<file path="config.mk">
export PLATFORM = sky130hd
export DESIGN_NAME = netpbm_stream_decoder_top
export DESIGN_NICKNAME = d
export VERILOG_FILES = /design/src/npd_pkg.sv /design/src/npd_fifo.sv /design/src/npd_front.sv /design/src/npd_div.sv /design/src/npd_back.sv /design/src/netpbm_stream_decoder_top.sv
export SDC_FILE = /design/constraint.sdc
export NUM_CORES = 2
export LEC_CHECK = 0
export BUFFER_PORTS_ARGS = -buffer_cell sky130_fd_sc_hd__buf_4
export CAP_MARGIN = 5
export CORE_ASPECT_RATIO = 0.5
export CORE_MARGIN = 1
export CORE_UTILIZATION = 30
export CTS_CLUSTER_SIZE = 40
export DETAILED_ROUTE_END_ITERATION = 7
export GPL_ROUTABILITY_DRIVEN = 0
export PLACE_DENSITY = 0.46
export SLEW_MARGIN = 20
export SYNTH_ARGS = -nofsm -noshare
export SYNTH_HDL_FRONTEND = slang
export SYNTH_SLANG_ARGS = --single-unit
</file>
<file path="constraint.sdc">
create_clock -name clk -period 6.1 [get_ports clk]
set_clock_uncertainty 0.2 [all_clocks]
set_input_delay 0.305 -clock clk [delete_from_list [all_inputs] [get_ports clk]]
set_output_delay 0.305 -clock clk [all_outputs]
set_load 0.01 [all_outputs]
</file>
<file path="src/npd_pkg.sv">
// Shared types, codes and helper functions of the netpbm stream decoder.
package npd_pkg;

  localparam logic [1:0] KIND_PIXEL  = 2'd0;
  localparam logic [1:0] KIND_HEADER = 2'd1;
  localparam logic [1:0] KIND_STATUS = 2'd2;

  localparam logic [2:0] STAT_OK       = 3'd0;
  localparam logic [2:0] STAT_UNKNOWN  = 3'd1;
  localparam logic [2:0] STAT_CORRUPT  = 3'd2;
  localparam logic [2:0] STAT_MISMATCH = 3'd3;
  localparam logic [2:0] STAT_TRUNC    = 3'd4;

  localparam logic [2:0] PH_MAGIC0 = 3'd0;
  localparam logic [2:0] PH_MAGIC1 = 3'd1;
  localparam logic [2:0] PH_WIDTH  = 3'd2;
  localparam logic [2:0] PH_HEIGHT = 3'd3;
  localparam logic [2:0] PH_MAXV   = 3'd4;
  localparam logic [2:0] PH_PIXELS = 3'd5;
  localparam logic [2:0] PH_DONE   = 3'd6;

  localparam logic [31:0] COLOR_WHITE = 32'hffffffff;
  localparam logic [31:0] COLOR_BLACK = 32'hff000000;
  localparam logic [19:0] NUM_LIMIT   = 20'd65535;
  localparam logic [15:0] RAW_WIDE    = 16'd256;

  localparam logic [7:0] CHAR_P    = 8'h50;
  localparam logic [7:0] CHAR_HASH = 8'h23;
  localparam logic [7:0] CHAR_NL   = 8'h0a;
  localparam logic [7:0] CHAR_0    = 8'h30;
  localparam logic [7:0] CHAR_9    = 8'h39;

  typedef struct packed {
    logic [7:0] value;
    logic       sof;
    logic       eof;
    logic       is_digit;
    logic [3:0] digit;
    logic       is_hash;
    logic       is_nl;
  } cmd_t;

  typedef struct packed {
    logic [1:0]  kind;
    logic [31:0] color;
    logic [15:0] width;
    logic [15:0] height;
    logic [2:0]  status;
    logic        last;
  } result_t;

  function automatic cmd_t classify(logic [7:0] b, logic sof, logic eof);
    cmd_t c;
    c.value    = b;
    c.sof      = sof;
    c.eof      = eof;
    c.is_digit = (b >= CHAR_0) && (b <= CHAR_9);
    c.digit    = b[3:0];
    c.is_hash  = (b == CHAR_HASH);
    c.is_nl    = (b == CHAR_NL);
    return c;
  endfunction

  function automatic result_t mk_status(logic [2:0] st);
    result_t r;
    r = '0;
    r.kind = KIND_STATUS;
    r.status = st;
    return r;
  endfunction

  function automatic result_t mk_pixel(logic [31:0] color, logic last);
    result_t r;
    r = '0;
    r.kind = KIND_PIXEL;
    r.color = color;
    r.last = last;
    return r;
  endfunction

  function automatic result_t mk_header(logic [15:0] w, logic [15:0] h);
    result_t r;
    r = '0;
    r.kind = KIND_HEADER;
    r.width = w;
    r.height = h;
    return r;
  endfunction

endpackage

</file>
<file path="src/npd_fifo.sv">
// Small first-in first-out queue of register entries.
module npd_fifo #(
  parameter int WIDTH      = 8,
  parameter int DEPTH_LOG2 = 2
) (
  input  logic             clk,
  input  logic             rst,
  input  logic             push,
  input  logic [WIDTH-1:0] wdata,
  output logic             full,
  input  logic             pop,
  output logic [WIDTH-1:0] rdata,
  output logic             empty
);
  localparam int DEPTH = 1 << DEPTH_LOG2;

  logic [WIDTH-1:0]      mem [DEPTH];
  logic [DEPTH_LOG2-1:0] wptr;
  logic [DEPTH_LOG2-1:0] rptr;
  logic [DEPTH_LOG2:0]   count;
  logic                  do_push;
  logic                  do_pop;

  assign full    = (count == (DEPTH_LOG2 + 1)'(DEPTH));
  assign empty   = (count == '0);
  assign do_push = push && !full;
  assign do_pop  = pop && !empty;
  assign rdata   = mem[rptr];

  always_ff @(posedge clk) begin
    if (do_push) begin
      mem[wptr] <= wdata;
    end
  end

  always_ff @(posedge clk) begin
    if (rst) begin
      wptr  <= '0;
      rptr  <= '0;
      count <= '0;
    end else begin
      if (do_push) begin
        wptr <= wptr + 1'b1;
      end
      if (do_pop) begin
        rptr <= rptr + 1'b1;
      end
      if (do_push && !do_pop) begin
        count <= count + 1'b1;
      end else if (do_pop && !do_push) begin
        count <= count - 1'b1;
      end
    end
  end
endmodule

</file>
<file path="src/npd_front.sv">
// Input side: takes file bytes, classifies them and queues them for the parser.
module npd_front (
  input  logic          clk,
  input  logic          rst,
  input  logic [7:0]    byte_value,
  input  logic          start_of_file,
  input  logic          end_of_file,
  input  logic          push,
  output logic          full,
  output logic          cmd_valid,
  output npd_pkg::cmd_t cmd,
  input  logic          cmd_pop
);
  import npd_pkg::*;

  cmd_t cmd_in;
  logic q_empty;

  assign cmd_in    = classify(byte_value, start_of_file, end_of_file);
  assign cmd_valid = !q_empty;

  npd_fifo #(.WIDTH($bits(cmd_t)), .DEPTH_LOG2(2)) u_queue (
    .clk   (clk),
    .rst   (rst),
    .push  (push),
    .wdata (cmd_in),
    .full  (full),
    .pop   (cmd_pop),
    .rdata (cmd),
    .empty (q_empty)
  );
endmodule

</file>
<file path="src/npd_div.sv">
// Sample scaler: computes min(floor(v*255/max), 255) by restoring division.
module npd_div (
  input  logic        clk,
  input  logic        rst,
  input  logic        start,
  input  logic [15:0] v,
  input  logic [15:0] max_value,
  output logic        busy,
  output logic        done,
  output logic [7:0]  q
);
  typedef enum logic [2:0] {
    DV_IDLE = 3'b001,
    DV_LOAD = 3'b010,
    DV_RUN  = 3'b100
  } dv_state_t;

  dv_state_t   dv_state;
  logic [23:0] num;
  logic [15:0] maxr;
  logic [15:0] rem;
  logic [2:0]  cnt;
  logic [16:0] trial;
  logic        take;

  assign busy  = (dv_state != DV_IDLE);
  assign trial = {rem, num[23]};
  assign take  = (trial >= {1'b0, maxr});

  always_ff @(posedge clk) begin
    if (rst) begin
      dv_state <= DV_IDLE;
      done     <= 1'b0;
    end else begin
      done <= 1'b0;
      case (dv_state)
        DV_IDLE: begin
          if (start) begin
            num      <= {v, 8'd0} - {8'd0, v};
            maxr     <= max_value;
            dv_state <= DV_LOAD;
          end
        end
        DV_LOAD: begin
          // The quotient saturates when the upper part alone reaches the divisor.
          if (num[23:8] >= maxr) begin
            q        <= 8'hff;
            done     <= 1'b1;
            dv_state <= DV_IDLE;
          end else begin
            rem      <= num[23:8];
            num      <= {num[7:0], 16'd0};
            cnt      <= 3'd7;
            dv_state <= DV_RUN;
          end
        end
        DV_RUN: begin
          rem <= take ? 16'(trial - {1'b0, maxr}) : trial[15:0];
          q   <= {q[6:0], take};
          num <= {num[22:0], 1'b0};
          cnt <= cnt - 1'b1;
          if (cnt == 3'd0) begin
            done     <= 1'b1;
            dv_state <= DV_IDLE;
          end
        end
        default: dv_state <= DV_IDLE;
      endcase
    end
  end
endmodule

</file>
<file path="src/npd_back.sv">
// Parser sequencer: works through one queued byte at a time and emits results.
module npd_back #(
  parameter int DIM_BITS = 16
) (
  input  logic             clk,
  input  logic             rst,
  input  logic [15:0]      expected_width,
  input  logic [15:0]      expected_height,
  input  logic             cmd_valid,
  input  npd_pkg::cmd_t    cmd,
  output logic             cmd_pop,
  output logic             res_push,
  output npd_pkg::result_t res,
  input  logic             res_full
);
  import npd_pkg::*;

  typedef enum logic [10:0] {
    ST_FETCH    = 11'b00000000001,
    ST_DISPATCH = 11'b00000000010,
    ST_NUM      = 11'b00000000100,
    ST_HDR      = 11'b00000001000,
    ST_DIVST    = 11'b00000010000,
    ST_DIVW     = 11'b00000100000,
    ST_PIX      = 11'b00001000000,
    ST_ENDST    = 11'b00010000000,
    ST_POST     = 11'b00100000000,
    ST_BITS     = 11'b01000000000,
    ST_EOF      = 11'b10000000000
  } state_t;

  // Separate state for the final flush of a byte's held result.
  logic flush;

  typedef enum logic [2:0] {
    MODE_MAGIC0,
    MODE_MAGIC1,
    MODE_TEXT,
    MODE_BW,
    MODE_BITS,
    MODE_RAW,
    MODE_NONE
  } mode_t;

  typedef enum logic [1:0] {
    CTX_PLAIN,
    CTX_TEXT,
    CTX_BITS
  } ctx_t;

  state_t      state;
  mode_t       mode;
  ctx_t        ctx;
  cmd_t        cur;
  logic [2:0]  phase;
  logic [2:0]  fmt;
  logic        comment;
  logic        numact;
  logic [15:0] accum;
  logic [15:0] width_reg;
  logic [15:0] height_reg;
  logic [15:0] max_reg;
  logic [31:0] pixels_left;
  logic [15:0] column_count;
  logic [1:0]  comp;
  logic [7:0]  red_hold;
  logic [7:0]  green_hold;
  logic [7:0]  high_hold;
  logic        byte_phase;
  logic        before_pix;
  logic [2:0]  bit_idx;
  logic [31:0] pix_color;
  logic [15:0] sample_v;
  result_t     pend;
  logic        pend_valid;

  result_t     emit_data;
  logic        emit_req;
  logic        emit_ok;
  logic        go;
  logic [15:0] acc_base;
  logic [19:0] acc_next;
  logic        acc_over;
  logic        dim_bad;
  logic        type_ok;
  logic        mismatch;
  logic        raw_wide;
  logic        div_busy;
  logic        div_done;
  logic [7:0]  div_q;
  logic [15:0] col_inc;

  assign acc_base = numact ? accum : 16'd0;
  assign acc_next = {1'b0, acc_base, 3'd0} + {3'd0, acc_base, 1'b0} + {16'd0, cur.digit};
  assign acc_over = (acc_next > NUM_LIMIT);
  assign dim_bad  = (accum == 16'd0) || (({16'd0, accum} >> DIM_BITS) != 32'd0);
  assign type_ok  = cur.is_digit && (cur.digit >= 4'd1) && (cur.digit <= 4'd6);
  assign mismatch = ((expected_width != 16'd0) && (expected_width != width_reg)) ||
                    ((expected_height != 16'd0) && (expected_height != height_reg));
  assign raw_wide = (max_reg >= RAW_WIDE);
  assign col_inc  = column_count + 16'd1;

  always_comb begin
    case (phase)
      PH_MAGIC0: mode = MODE_MAGIC0;
      PH_MAGIC1: mode = MODE_MAGIC1;
      PH_WIDTH, PH_HEIGHT, PH_MAXV: mode = MODE_TEXT;
      PH_PIXELS: begin
        case (fmt)
          3'd1:       mode = MODE_BW;
          3'd4:       mode = MODE_BITS;
          3'd5, 3'd6: mode = MODE_RAW;
          default:    mode = MODE_TEXT;
        endcase
      end
      default: mode = MODE_NONE;
    endcase
  end

  always_comb begin
    emit_req  = 1'b0;
    emit_data = mk_status(STAT_OK);
    case (state)
      ST_DISPATCH: begin
        case (mode)
          MODE_MAGIC0: begin
            if (cur.value != CHAR_P) begin
              emit_req  = 1'b1;
              emit_data = mk_status(STAT_UNKNOWN);
            end
          end
          MODE_MAGIC1: begin
            if (!type_ok) begin
              emit_req  = 1'b1;
              emit_data = mk_status(STAT_UNKNOWN);
            end
          end
          MODE_TEXT: begin
            if (!comment && cur.is_digit && acc_over) begin
              emit_req  = 1'b1;
              emit_data = mk_status(STAT_CORRUPT);
            end
          end
          default: ;
        endcase
      end
      ST_NUM: begin
        case (phase)
          PH_WIDTH, PH_HEIGHT: begin
            if (dim_bad) begin
              emit_req  = 1'b1;
              emit_data = mk_status(STAT_CORRUPT);
            end
          end
          PH_MAXV: begin
            if (accum == 16'd0) begin
              emit_req  = 1'b1;
              emit_data = mk_status(STAT_UNKNOWN);
            end
          end
          default: ;
        endcase
      end
      ST_HDR: begin
        emit_req  = 1'b1;
        emit_data = mismatch ? mk_status(STAT_MISMATCH) : mk_header(width_reg, height_reg);
      end
      ST_PIX: begin
        emit_req  = 1'b1;
        emit_data = mk_pixel(pix_color, pixels_left == 32'd1);
      end
      ST_ENDST: begin
        emit_req  = 1'b1;
        emit_data = mk_status(STAT_OK);
      end
      ST_EOF: begin
        if (cur.eof && (phase != PH_DONE) && !(numact && !comment)) begin
          emit_req  = 1'b1;
          emit_data = mk_status(STAT_TRUNC);
        end
      end
      default: ;
    endcase
  end

  // A new result pushes out the held one; the held one is marked last at byte end.
  assign emit_ok  = !pend_valid || !res_full;
  assign go       = !emit_req || emit_ok;
  assign cmd_pop  = (state == ST_FETCH) && !flush && cmd_valid;
  assign res_push = pend_valid && !res_full && ((emit_req && !flush) || flush);

  always_comb begin
    res = pend;
    if (flush) begin
      res.last = 1'b1;
    end
  end

  npd_div u_div (
    .clk       (clk),
    .rst       (rst),
    .start     (state == ST_DIVST),
    .v         (sample_v),
    .max_value (max_reg),
    .busy      (div_busy),
    .done      (div_done),
    .q         (div_q)
  );

  always_ff @(posedge clk) begin
    if (emit_req && emit_ok && !flush) begin
      pend <= emit_data;
    end
  end

  always_ff @(posedge clk) begin
    if (rst) begin
      state        <= ST_FETCH;
      flush        <= 1'b0;
      pend_valid   <= 1'b0;
      phase        <= PH_MAGIC0;
      fmt          <= 3'd0;
      comment      <= 1'b0;
      numact       <= 1'b0;
      accum        <= 16'd0;
      width_reg    <= 16'd0;
      height_reg   <= 16'd0;
      max_reg      <= 16'd0;
      pixels_left  <= 32'd0;
      column_count <= 16'd0;
      comp         <= 2'd0;
      red_hold     <= 8'd0;
      green_hold   <= 8'd0;
      high_hold    <= 8'd0;
      byte_phase   <= 1'b0;
    end else if (flush) begin
      if (!pend_valid) begin
        flush <= 1'b0;
      end else if (!res_full) begin
        pend_valid <= 1'b0;
        flush      <= 1'b0;
      end
    end else if (go) begin
      if (emit_req) begin
        pend_valid <= 1'b1;
      end
      case (state)
        ST_FETCH: begin
          if (cmd_valid) begin
            cur   <= cmd;
            state <= ST_DISPATCH;
            if (cmd.sof) begin
              phase        <= PH_MAGIC0;
              fmt          <= 3'd0;
              comment      <= 1'b0;
              numact       <= 1'b0;
              accum        <= 16'd0;
              width_reg    <= 16'd0;
              height_reg   <= 16'd0;
              max_reg      <= 16'd0;
              pixels_left  <= 32'd0;
              column_count <= 16'd0;
              comp         <= 2'd0;
              red_hold     <= 8'd0;
              green_hold   <= 8'd0;
              high_hold    <= 8'd0;
              byte_phase   <= 1'b0;
            end
          end
        end
        ST_DISPATCH: begin
          state <= ST_EOF;
          case (mode)
            MODE_MAGIC0: begin
              phase <= (cur.value == CHAR_P) ? PH_MAGIC1 : PH_DONE;
            end
            MODE_MAGIC1: begin
              if (type_ok) begin
                fmt     <= cur.digit[2:0];
                comment <= 1'b0;
                numact  <= 1'b0;
                phase   <= PH_WIDTH;
              end else begin
                phase <= PH_DONE;
              end
            end
            MODE_TEXT: begin
              if (comment) begin
                if (cur.is_nl) begin
                  comment <= 1'b0;
                end
              end else if (cur.is_digit) begin
                if (acc_over) begin
                  numact <= 1'b0;
                  phase  <= PH_DONE;
                end else begin
                  numact <= 1'b1;
                  accum  <= acc_next[15:0];
                end
              end else if (numact) begin
                numact     <= 1'b0;
                ctx        <= CTX_TEXT;
                before_pix <= (phase == PH_PIXELS);
                state      <= ST_NUM;
              end else if (cur.is_hash) begin
                comment <= 1'b1;
              end
            end
            MODE_BW: begin
              if (comment) begin
                if (cur.is_nl) begin
                  comment <= 1'b0;
                end
              end else if (cur.is_digit) begin
                pix_color <= (cur.digit == 4'd0) ? COLOR_WHITE : COLOR_BLACK;
                ctx       <= CTX_PLAIN;
                state     <= ST_PIX;
              end else if (cur.is_hash) begin
                comment <= 1'b1;
              end
            end
            MODE_BITS: begin
              bit_idx <= 3'd7;
              state   <= ST_BITS;
            end
            MODE_RAW: begin
              if (raw_wide && !byte_phase) begin
                high_hold  <= cur.value;
                byte_phase <= 1'b1;
              end else begin
                byte_phase <= 1'b0;
                sample_v   <= raw_wide ? {high_hold, cur.value} : {8'd0, cur.value};
                ctx        <= CTX_PLAIN;
                state      <= ST_DIVST;
              end
            end
            default: ;
          endcase
        end
        ST_NUM: begin
          state <= ST_POST;
          case (phase)
            PH_WIDTH: begin
              if (dim_bad) begin
                phase <= PH_DONE;
              end else begin
                width_reg <= accum;
                phase     <= PH_HEIGHT;
              end
            end
            PH_HEIGHT: begin
              if (dim_bad) begin
                phase <= PH_DONE;
              end else begin
                height_reg <= accum;
                if ((fmt == 3'd1) || (fmt == 3'd4)) begin
                  state <= ST_HDR;
                end else begin
                  phase <= PH_MAXV;
                end
              end
            end
            PH_MAXV: begin
              if (accum == 16'd0) begin
                phase <= PH_DONE;
              end else begin
                max_reg <= accum;
                state   <= ST_HDR;
              end
            end
            PH_PIXELS: begin
              sample_v <= accum;
              state    <= ST_DIVST;
            end
            default: ;
          endcase
        end
        ST_HDR: begin
          state <= ST_POST;
          if (mismatch) begin
            phase <= PH_DONE;
          end else begin
            pixels_left  <= {16'd0, width_reg} * {16'd0, height_reg};
            column_count <= 16'd0;
            comp         <= 2'd0;
            byte_phase   <= 1'b0;
            comment      <= 1'b0;
            numact       <= 1'b0;
            phase        <= PH_PIXELS;
          end
        end
        ST_DIVST: begin
          state <= ST_DIVW;
        end
        ST_DIVW: begin
          if (div_done) begin
            if ((fmt == 3'd2) || (fmt == 3'd5)) begin
              pix_color <= {8'hff, div_q, div_q, div_q};
              state     <= ST_PIX;
            end else if (comp == 2'd0) begin
              red_hold <= div_q;
              comp     <= 2'd1;
              state    <= ST_POST;
            end else if (comp == 2'd1) begin
              green_hold <= div_q;
              comp       <= 2'd2;
              state      <= ST_POST;
            end else begin
              comp      <= 2'd0;
              pix_color <= {8'hff, red_hold, green_hold, div_q};
              state     <= ST_PIX;
            end
          end
        end
        ST_PIX: begin
          if (pixels_left != 32'd0) begin
            pixels_left <= pixels_left - 32'd1;
          end
          if (pixels_left <= 32'd1) begin
            phase <= PH_DONE;
            state <= ST_ENDST;
          end else begin
            state <= ST_POST;
          end
        end
        ST_ENDST: begin
          state <= ST_POST;
        end
        ST_POST: begin
          state <= ST_EOF;
          case (ctx)
            CTX_TEXT: begin
              // Raw formats swallow the byte that ends the header.
              if ((phase != PH_DONE) &&
                  !(!before_pix && (phase == PH_PIXELS) && (fmt >= 3'd4)) &&
                  cur.is_hash) begin
                comment <= 1'b1;
              end
            end
            CTX_BITS: begin
              if (phase == PH_PIXELS) begin
                if (col_inc >= width_reg) begin
                  column_count <= 16'd0;
                end else begin
                  column_count <= col_inc;
                  if (bit_idx != 3'd0) begin
                    bit_idx <= bit_idx - 3'd1;
                    state   <= ST_BITS;
                  end
                end
              end
            end
            default: ;
          endcase
        end
        ST_BITS: begin
          pix_color <= cur.value[bit_idx] ? COLOR_BLACK : COLOR_WHITE;
          ctx       <= CTX_BITS;
          state     <= ST_PIX;
        end
        ST_EOF: begin
          state <= ST_FETCH;
          flush <= 1'b1;
          if (cur.eof && (phase != PH_DONE)) begin
            if (numact && !comment) begin
              numact <= 1'b0;
              ctx    <= CTX_PLAIN;
              state  <= ST_NUM;
              flush  <= 1'b0;
            end else begin
              phase <= PH_DONE;
            end
          end
        end
        default: state <= ST_FETCH;
      endcase
    end
  end

  a_push_room: assert property (@(posedge clk) disable iff (rst) res_push |-> !res_full)
    else $error("result pushed into a full queue");
  a_div_owner: assert property (@(posedge clk) disable iff (rst)
      div_busy |-> (state == ST_DIVW))
    else $error("scaler busy outside the wait state");
  a_pixels_left: assert property (@(posedge clk) disable iff (rst)
      (phase == PH_PIXELS) |-> (pixels_left != 32'd0))
    else $error("pixel phase with no pixels left");
  a_fetch_clean: assert property (@(posedge clk) disable iff (rst)
      cmd_pop |-> !pend_valid)
    else $error("new byte taken while a result is still held");
endmodule

</file>
<file path="src/netpbm_stream_decoder_top.sv">
// Top level of the netpbm P1 to P6 stream decoder with its register port.
//
// Usage: file bytes enter on the push/full queue side, one item per byte,
// with start_of_file on the first byte and end_of_file on the last one.
// Results leave on the empty/pop side: pixels as ARGB words, one header
// item after the size is parsed, and status items for errors and image end.
// last_flag marks the final pixel and the final result caused by a byte.
// Two registers (expected width at address 0, height at address 4) are
// written over the APB-style port; the user must write them only while the
// decoder is idle, and the block itself does not enforce it. Each result
// waits in a holding register until the next result or the end of its byte.
// In the sequencer a byte passes the fetch, dispatch and end-of-file states.
// Completing a number, sample or pixel adds a post state, plus the number,
// header check, pixel and end status states and, for each scaled sample,
// the shared restoring divider, which stops early when it saturates.
// A P4 byte adds bit, pixel and post states for each pixel that it holds.
// Both sides have four-entry queues; when the receiver stalls, the result
// queue fills, the parser stops and then the input queue fills and full rises.
// Reset clears the control and header state of the parser and both registers; no clearing pass.
module netpbm_stream_decoder_top #(
  parameter int DIM_BITS = 16
) (
  input  logic        clk,
  input  logic        rst,
  input  logic        psel,
  input  logic        penable,
  input  logic        pwrite,
  input  logic [2:0]  paddr,
  input  logic [31:0] pwdata,
  output logic [31:0] prdata,
  output logic        pready,
  input  logic [7:0]  byte_value,
  input  logic        start_of_file,
  input  logic        end_of_file,
  input  logic        push,
  output logic        full,
  output logic [1:0]  result_kind,
  output logic [31:0] pixel_color,
  output logic [15:0] image_width,
  output logic [15:0] image_height,
  output logic [2:0]  status,
  output logic        last_flag,
  output logic        empty,
  input  logic        pop
);
  import npd_pkg::*;

  logic [15:0] expected_width;
  logic [15:0] expected_height;
  logic        cmd_valid;
  cmd_t        cmd;
  logic        cmd_pop;
  logic        res_push;
  result_t     res_in;
  result_t     res_out;
  logic        res_full;

  assign pready = 1'b1;
  assign prdata = paddr[2] ? {16'd0, expected_height} : {16'd0, expected_width};

  always_ff @(posedge clk) begin
    if (rst) begin
      expected_width  <= 16'd0;
      expected_height <= 16'd0;
    end else if (psel && penable && pwrite) begin
      if (paddr[2]) begin
        expected_height <= pwdata[15:0];
      end else begin
        expected_width <= pwdata[15:0];
      end
    end
  end

  npd_front u_front (
    .clk           (clk),
    .rst           (rst),
    .byte_value    (byte_value),
    .start_of_file (start_of_file),
    .end_of_file   (end_of_file),
    .push          (push),
    .full          (full),
    .cmd_valid     (cmd_valid),
    .cmd           (cmd),
    .cmd_pop       (cmd_pop)
  );

  npd_back #(.DIM_BITS(DIM_BITS)) u_back (
    .clk             (clk),
    .rst             (rst),
    .expected_width  (expected_width),
    .expected_height (expected_height),
    .cmd_valid       (cmd_valid),
    .cmd             (cmd),
    .cmd_pop         (cmd_pop),
    .res_push        (res_push),
    .res             (res_in),
    .res_full        (res_full)
  );

  npd_fifo #(.WIDTH($bits(result_t)), .DEPTH_LOG2(2)) u_results (
    .clk   (clk),
    .rst   (rst),
    .push  (res_push),
    .wdata (res_in),
    .full  (res_full),
    .pop   (pop),
    .rdata (res_out),
    .empty (empty)
  );

  assign result_kind  = res_out.kind;
  assign pixel_color  = res_out.color;
  assign image_width  = res_out.width;
  assign image_height = res_out.height;
  assign status       = res_out.status;
  assign last_flag    = res_out.last;
endmodule
</file>
# == Word level (Yosys, flattened, before mapping) ==
# Memories as Yosys holds them, arrays and structs flattened. A register that Yosys moved wholly into a read port is not among the register bits.
# Cells that the tools add are included.
# Widths: inputs -> output; s select.
# op_classes
eq_ne,99
reduce_logical,121
n_mul,1
addsub,16
magnitude_cmp,12
bitwise_logic,6
n_mux,211
# ops
cell,n
$mux 16,22
$mux 32,11
$pmux 70 s5,1
$pmux 70 s3,1
$pmux 16 s2,6
$pmux 32 s3,2
$mux 11,16
$pmux 70 s2,1
$pmux 11 s10,1
$mux 24,4
$mux 3,32
$mux 8,12
$pmux 24 s3,1
$mux 70,1
$pmux 8 s2,4
$reduce_and 7->1,8
$pmux 16 s3,1
$mux 2,23
$mux 1,44
$pmux 11 s4,1
$ne 2x2->1 const B,21
$mux 9,4
$ne 2x1->1 const B,18
$pmux 3 s3,4
84 further kinds,227
# word_totals
output_inout_bits,105
ram_bits,348
n_memories,2
word_cells,518
reg_bits,417
in_bits,52
# memory_table
name,depth,word_bits,rd,rd_ports_with_merged_regs,write_ports,line,text
u_results.mem,4,70,1,1,1,npd_fifo.sv:17,logic [WIDTH-1:0] mem [DEPTH];
u_front.u_queue.mem,4,17,1,1,1,npd_fifo.sv:17,

# == Longest topological paths before layout ==
# logic_depth
depth_word,16
ltp_mapped,25
mapped_depth_nobuf,23

# == Hierarchy ==
# A second synthesis with hierarchy kept.
# unflattened
cells_unflattened,3953
area_unflattened_um2,44878.0
# modules_own_cells
module,instances,area_each_um2,seq_area_each_um2,cells_per_inst
npd_back,1,24422.2,6956.7,2699
npd_fifo at u_results,1,10642.7,8588.2,414
npd_div,1,5122.4,2092.0,534
npd_fifo at u_front.u_queue,1,2936.6,2222.1,137
netpbm_stream_decoder_top,1,1690.4,640.6,161
npd_front,1,63.8,0.0,8

# == Worst setup path after synthesis ==
# OpenSTA, ideal clock, no wires.
# synth_path
kind,reg-to-reg
start,reg u_back.numact
end,reg u_back.pend[0] (netlist bit) (enable)
arrival_ns,6.053
setup_slack_ns,-0.645
n_path_buf,2
path_stages_with_launch,16
required_ns,5.408
period_less_slack_ns,6.745
setup_ns,0.492
path_cell_list,dfxtp_1 -> clkbuf_1 -> clkbuf_1 -> and2_1 -> ha_1 -> ha_1 -> inv_1 -> fa_1 -> nor2b_1 -> o31a_1 -> o21ai_0 -> and4b_1 -> a211oi_1 -> a2111oi_4 -> o21bai_1 -> nor2b_1
# synth_via
elab_chain_cells,10
elab_cells_between_ends,14
classes_between,add/sub: 2; order compare: 1; mux: 5; reduce/logical: 6
# synth_rtl
item,line,text
"start, declared",npd_back.sv:58,logic numact;
"start signal, assigned",npd_back.sv:224,numact <= 1'b0;
"start signal, assigned",npd_back.sv:256,numact <= 1'b0;
"start signal, assigned",npd_back.sv:281,numact <= 1'b0;
$mux 16,npd_back.sv:93,assign acc_base = numact ? accum : 16'd0;
$add 19x17->20,npd_back.sv:94,"assign acc_next = {1'b0, acc_base, 3'd0} + {3'd0, acc_base, 1'b0} + {16'd0, cur.digit};"
$add 20x4->20,npd_back.sv:94,
$gt 20x16->1,npd_back.sv:95,assign acc_over = (acc_next > NUM_LIMIT);
$logic_and 1x1->1,npd_back.sv:139,if (!comment && cur.is_digit && acc_over) begin
$mux 1,npd_back.sv:139,
$pmux 1 s3,npd_back.sv:125,case (mode)
$pmux 1 s4 (*),npd_back.sv:123,case (state)
$logic_and 1x1->1 (*) (2 in a row),npd_back.sv:211,if (emit_req && emit_ok && !flush) begin
"end signal, assigned",npd_back.sv:212,pend <= emit_data;
"end, declared",npd_back.sv:74,result_t pend;
# Mark *: on every way between the ends. The rest lies on a longest branch, timed or not.
# A chain may end at the register's enable or synchronous reset.

# == Worst setup path in the final report ==
# layout_path
start,reg u_back.height_reg[6]
end,reg u_back.pixels_left[29]
# layout_via
elab_chain_cells,5
elab_cells_between_ends,8
classes_between,mul: 1; eq/ne: 2; mux: 2; reduce/logical: 3
# layout_rtl
item,line,text
"start, declared",npd_back.sv:61,logic [15:0] height_reg;
"start signal, assigned",npd_back.sv:355,height_reg <= accum;
branches (longest 5 deep; another with $mul 16x16->32),--,
"end signal, assigned",npd_back.sv:383,"pixels_left <= {16'd0, width_reg} * {16'd0, height_reg};"
"end signal, assigned",npd_back.sv:417,pixels_left <= pixels_left - 32'd1;
"end, declared",npd_back.sv:63,logic [31:0] pixels_left;
# Parallel ways; which one is timed is not known. The select of a mux whose other input is x is not followed.

==> results.tsv <==
metric	value	unit
share of cells above drive strength 1	18.0	%
hold worst-path end	expected_height[14]	
Final Setup Violations	5	
Hold Crit Depth	5	
via/cell ratio	4.99	
CP Data Required Time	6430	ps
TNS Setup	-209	ps
share of the synthesized area in the top cell type	35.4	%
outcome	complete, but fails checks	
top-count cell post-synth	edfxtp_1	
Placement Cell Area	46200	µm²
DR iter-0 viols	2394	
R2R Path End	u_back.pixels_left[29]	
drt first pass iters	6	
worst skew pair latency	700	ps
Multi-input gate area	21100	µm²
final setup margin	-104	ps
endpoint class of the critical path	flop	
Setup CP Type	reg2reg	
Reg clk slew, reported paths	60	ps
Synth Instances	3784	
ys flop type	edfxtp_1	
power after layout	14.5	mW
global-route wire length before repair	189	mm
chip width	530	µm
Tmin final	6200	ps
worst-path fanout max	6	
fillcell total	13700	
VDD IR max	0.295	mV
Register Area	19100	µm²
hold wc startpoint	penable	
post-detail-place hpwl	93.5	mm
All-Layer GR Usage	17.7	%
max FFs per register	252	
Post-synth ARST share	0	%
Die Footprint	141000	µm²
most flop-heavy register	u_results.mem	
top cells by area, synth	edfxtp_1, dfxtp_1, fa_1	
flop2flop setup slack	-100	ps
period utilization	102	%
Hold WS	55.2	ps
synthesized cell area	41800	µm²
DR vias	29800	
GRT met3 Usage	3.00	%
met2 Usage GRT	27.8	%
worst slew pin tran	1110	ps
post-route cell area	49600	µm²
R2R depth	22	
final wirelength	125	mm
Post-synth top cells	edfxtp_1, nand2_1, inv_1	
clock root buffer	clkbuf_16	
post-synthesis sequential area ratio	45.6	%
Fmax	161	MHz
PortBufs	121	
Slew HR	26.0	%
initial antenna violation count	2	
core box area	138000	µm²
Die Height	266	µm
synth unique cells	92	
# DRC	0	
hold violation total from the final report	0	
LEAKAGE	19.8	nW
Mapped Avg Cell Area	11.0	µm²
drt wl/cell	21.0	µm
Num CTS Buffers	76	
nets	4511	
M1 GR Usage	25.3	%
Max-cap violations	0	
flops & latches, synth	706	
vias in the first global route	29900	
fin. max-slew vios	0	
GR peak layer	met2	
TritonCTS clock tree	yes	
DRT antenna net count	0	
CTS Buffer Depth	3	
post-synth top area cell	edfxtp_1	
CP arrival	6530	ps
Core Rows	96	
pin count of the biggest net entering global routing	68	
io pins	157	
Layout area overhead	18.8	%
number of synthesized flops with an enable pin	492	
H-tree levels	3	
crit path launch type	flop	
r2r startpoint	u_back.height_reg[6]	
failing checks	setup timing	
grt total ovfl	0	
Ys Warns	0	
Hold Crit Class	in2reg	
P per Cell Area	292	nW/µm²
Starting Density	30.3	%
RSZ-0062 raised after global routing	true	
CTS sink cnt	706	
==> layout make-up <==
class                   count  area share, %
diodes                      3         0.0151
clock buffers             100           4.26
clock inverters            35          0.760
inverters                 319           2.42
multi-input cells        2550           42.5
flip-flops and latches    706           38.6
well taps                1862           4.70
repair buffers            399           6.78
==> placed cells by master, fill, tap and decap left out, types with 20 or more instances in the layout <==
cell and instances:
edfxtp_1 492, nand2_1 458, buf_4 332, inv_1 311, ha_1 198, fa_1 196
dfxtp_1 191, nor2_1 172, a21oi_1 160, and2_1 138, o21ai_0 124, mux2i_1 117
mux4_2 78, clkbuf_16 77, nand3_1 71, xor2_1 63, and3_1 56, xnor2_1 56
nor3_1 55, nor4_1 41, mux2_2 36, dlygate4sd3_1 33, a21o_1 32, nand4_1 30
nand2b_1 28, nor2b_1 25, o311ai_0 20
==> critical path, cell delays in order (launching register included) <==
cell and delay, ps:
dfxtp_4 380, buf_6 120, buf_6 130, nand2_2 60
fa_1 530, inv_1 50, fa_1 530, inv_1 60
fa_1 480, fa_1 570, inv_1 60, fa_1 500
fa_2 560, ha_4 210, a21oi_4 140, nand3b_1 170
o31ai_4 300, buf_6 140, a21oi_4 50, or2_4 260
a311o_1 270, a32oi_1 210, o21ai_1 90
==> per-stage QoR <==
stage	cells	util, %	worst slack, ps
finish	5974	36.0	-104
global route	5971	36.0	-283
CTS	5961	35.8	-241
detailed placement	5786	33.5	-487
global placement	5786	33.5	-335
floorplan	3799	-	3.96
==> report_power, final <==
group	internal [mW]	switching, mW
Clock	2.67	2.02
Combinational	1.49	2.57
Sequential	5.41	0.313
==> metal layers <==
| layer | vias to the layer above | part of all wire, % |
|---|---|---|
| met2 | 724 | 46 |
| met5 | - | 0 |
| met3 | 142 | 4.8 |
| met4 | 0 | 2.0 |
| met1 | 15000 | 48 |
| li1 | 13900 | - |
==> cells by family (layout without fill, tap and decap cells) <==
kind of cell             Yosys count  in the layout  synth area share, %
other                              2             20               0.0180
flip-flops                       706            706                 45.6
AND/OR/NAND/NOR                 1184           1184                 13.8
adder cells (fa/ha/maj)          407            407                 15.8
buffers and inverters            543            853                 5.15
AO/OA/AOI/OAI                    590            590                 9.11
multiplexers                     233            233                 8.03
XOR/XNOR                         119            119                 2.50
==> repair_timing <==
action	in CTS	in global routing
setup buffers	7	13
pin swaps	27	62
gates resized for setup	71	66
setup endpoints to repair	16	17
hold endpoints to repair	101	0
hold buffers	33	0
==> worst max path at each step <==
| stage | start | to | slack [ps] | depth (start not counted) |
|---|---|---|---|---|
| after detailed placement | u_back.width_reg[2] | u_back.pixels_left[29] | -490 | 21 |
| after floorplan | u_back.width_reg[8] | u_back.pixels_left[29] | 4 | 23 |
| after global routing | u_back.width_reg[5] | u_back.pixels_left[29] | -280 | 21 |
| after global placement | u_back.width_reg[3] | u_back.pixels_left[29] | -340 | 21 |
| after CTS | u_back.width_reg[11] | u_back.pixels_left[29] | -240 | 22 |
| final | u_back.height_reg[6] | u_back.pixels_left[29] | -100 | 22 |
No activity file was read; power rests on OpenSTA's default activity.
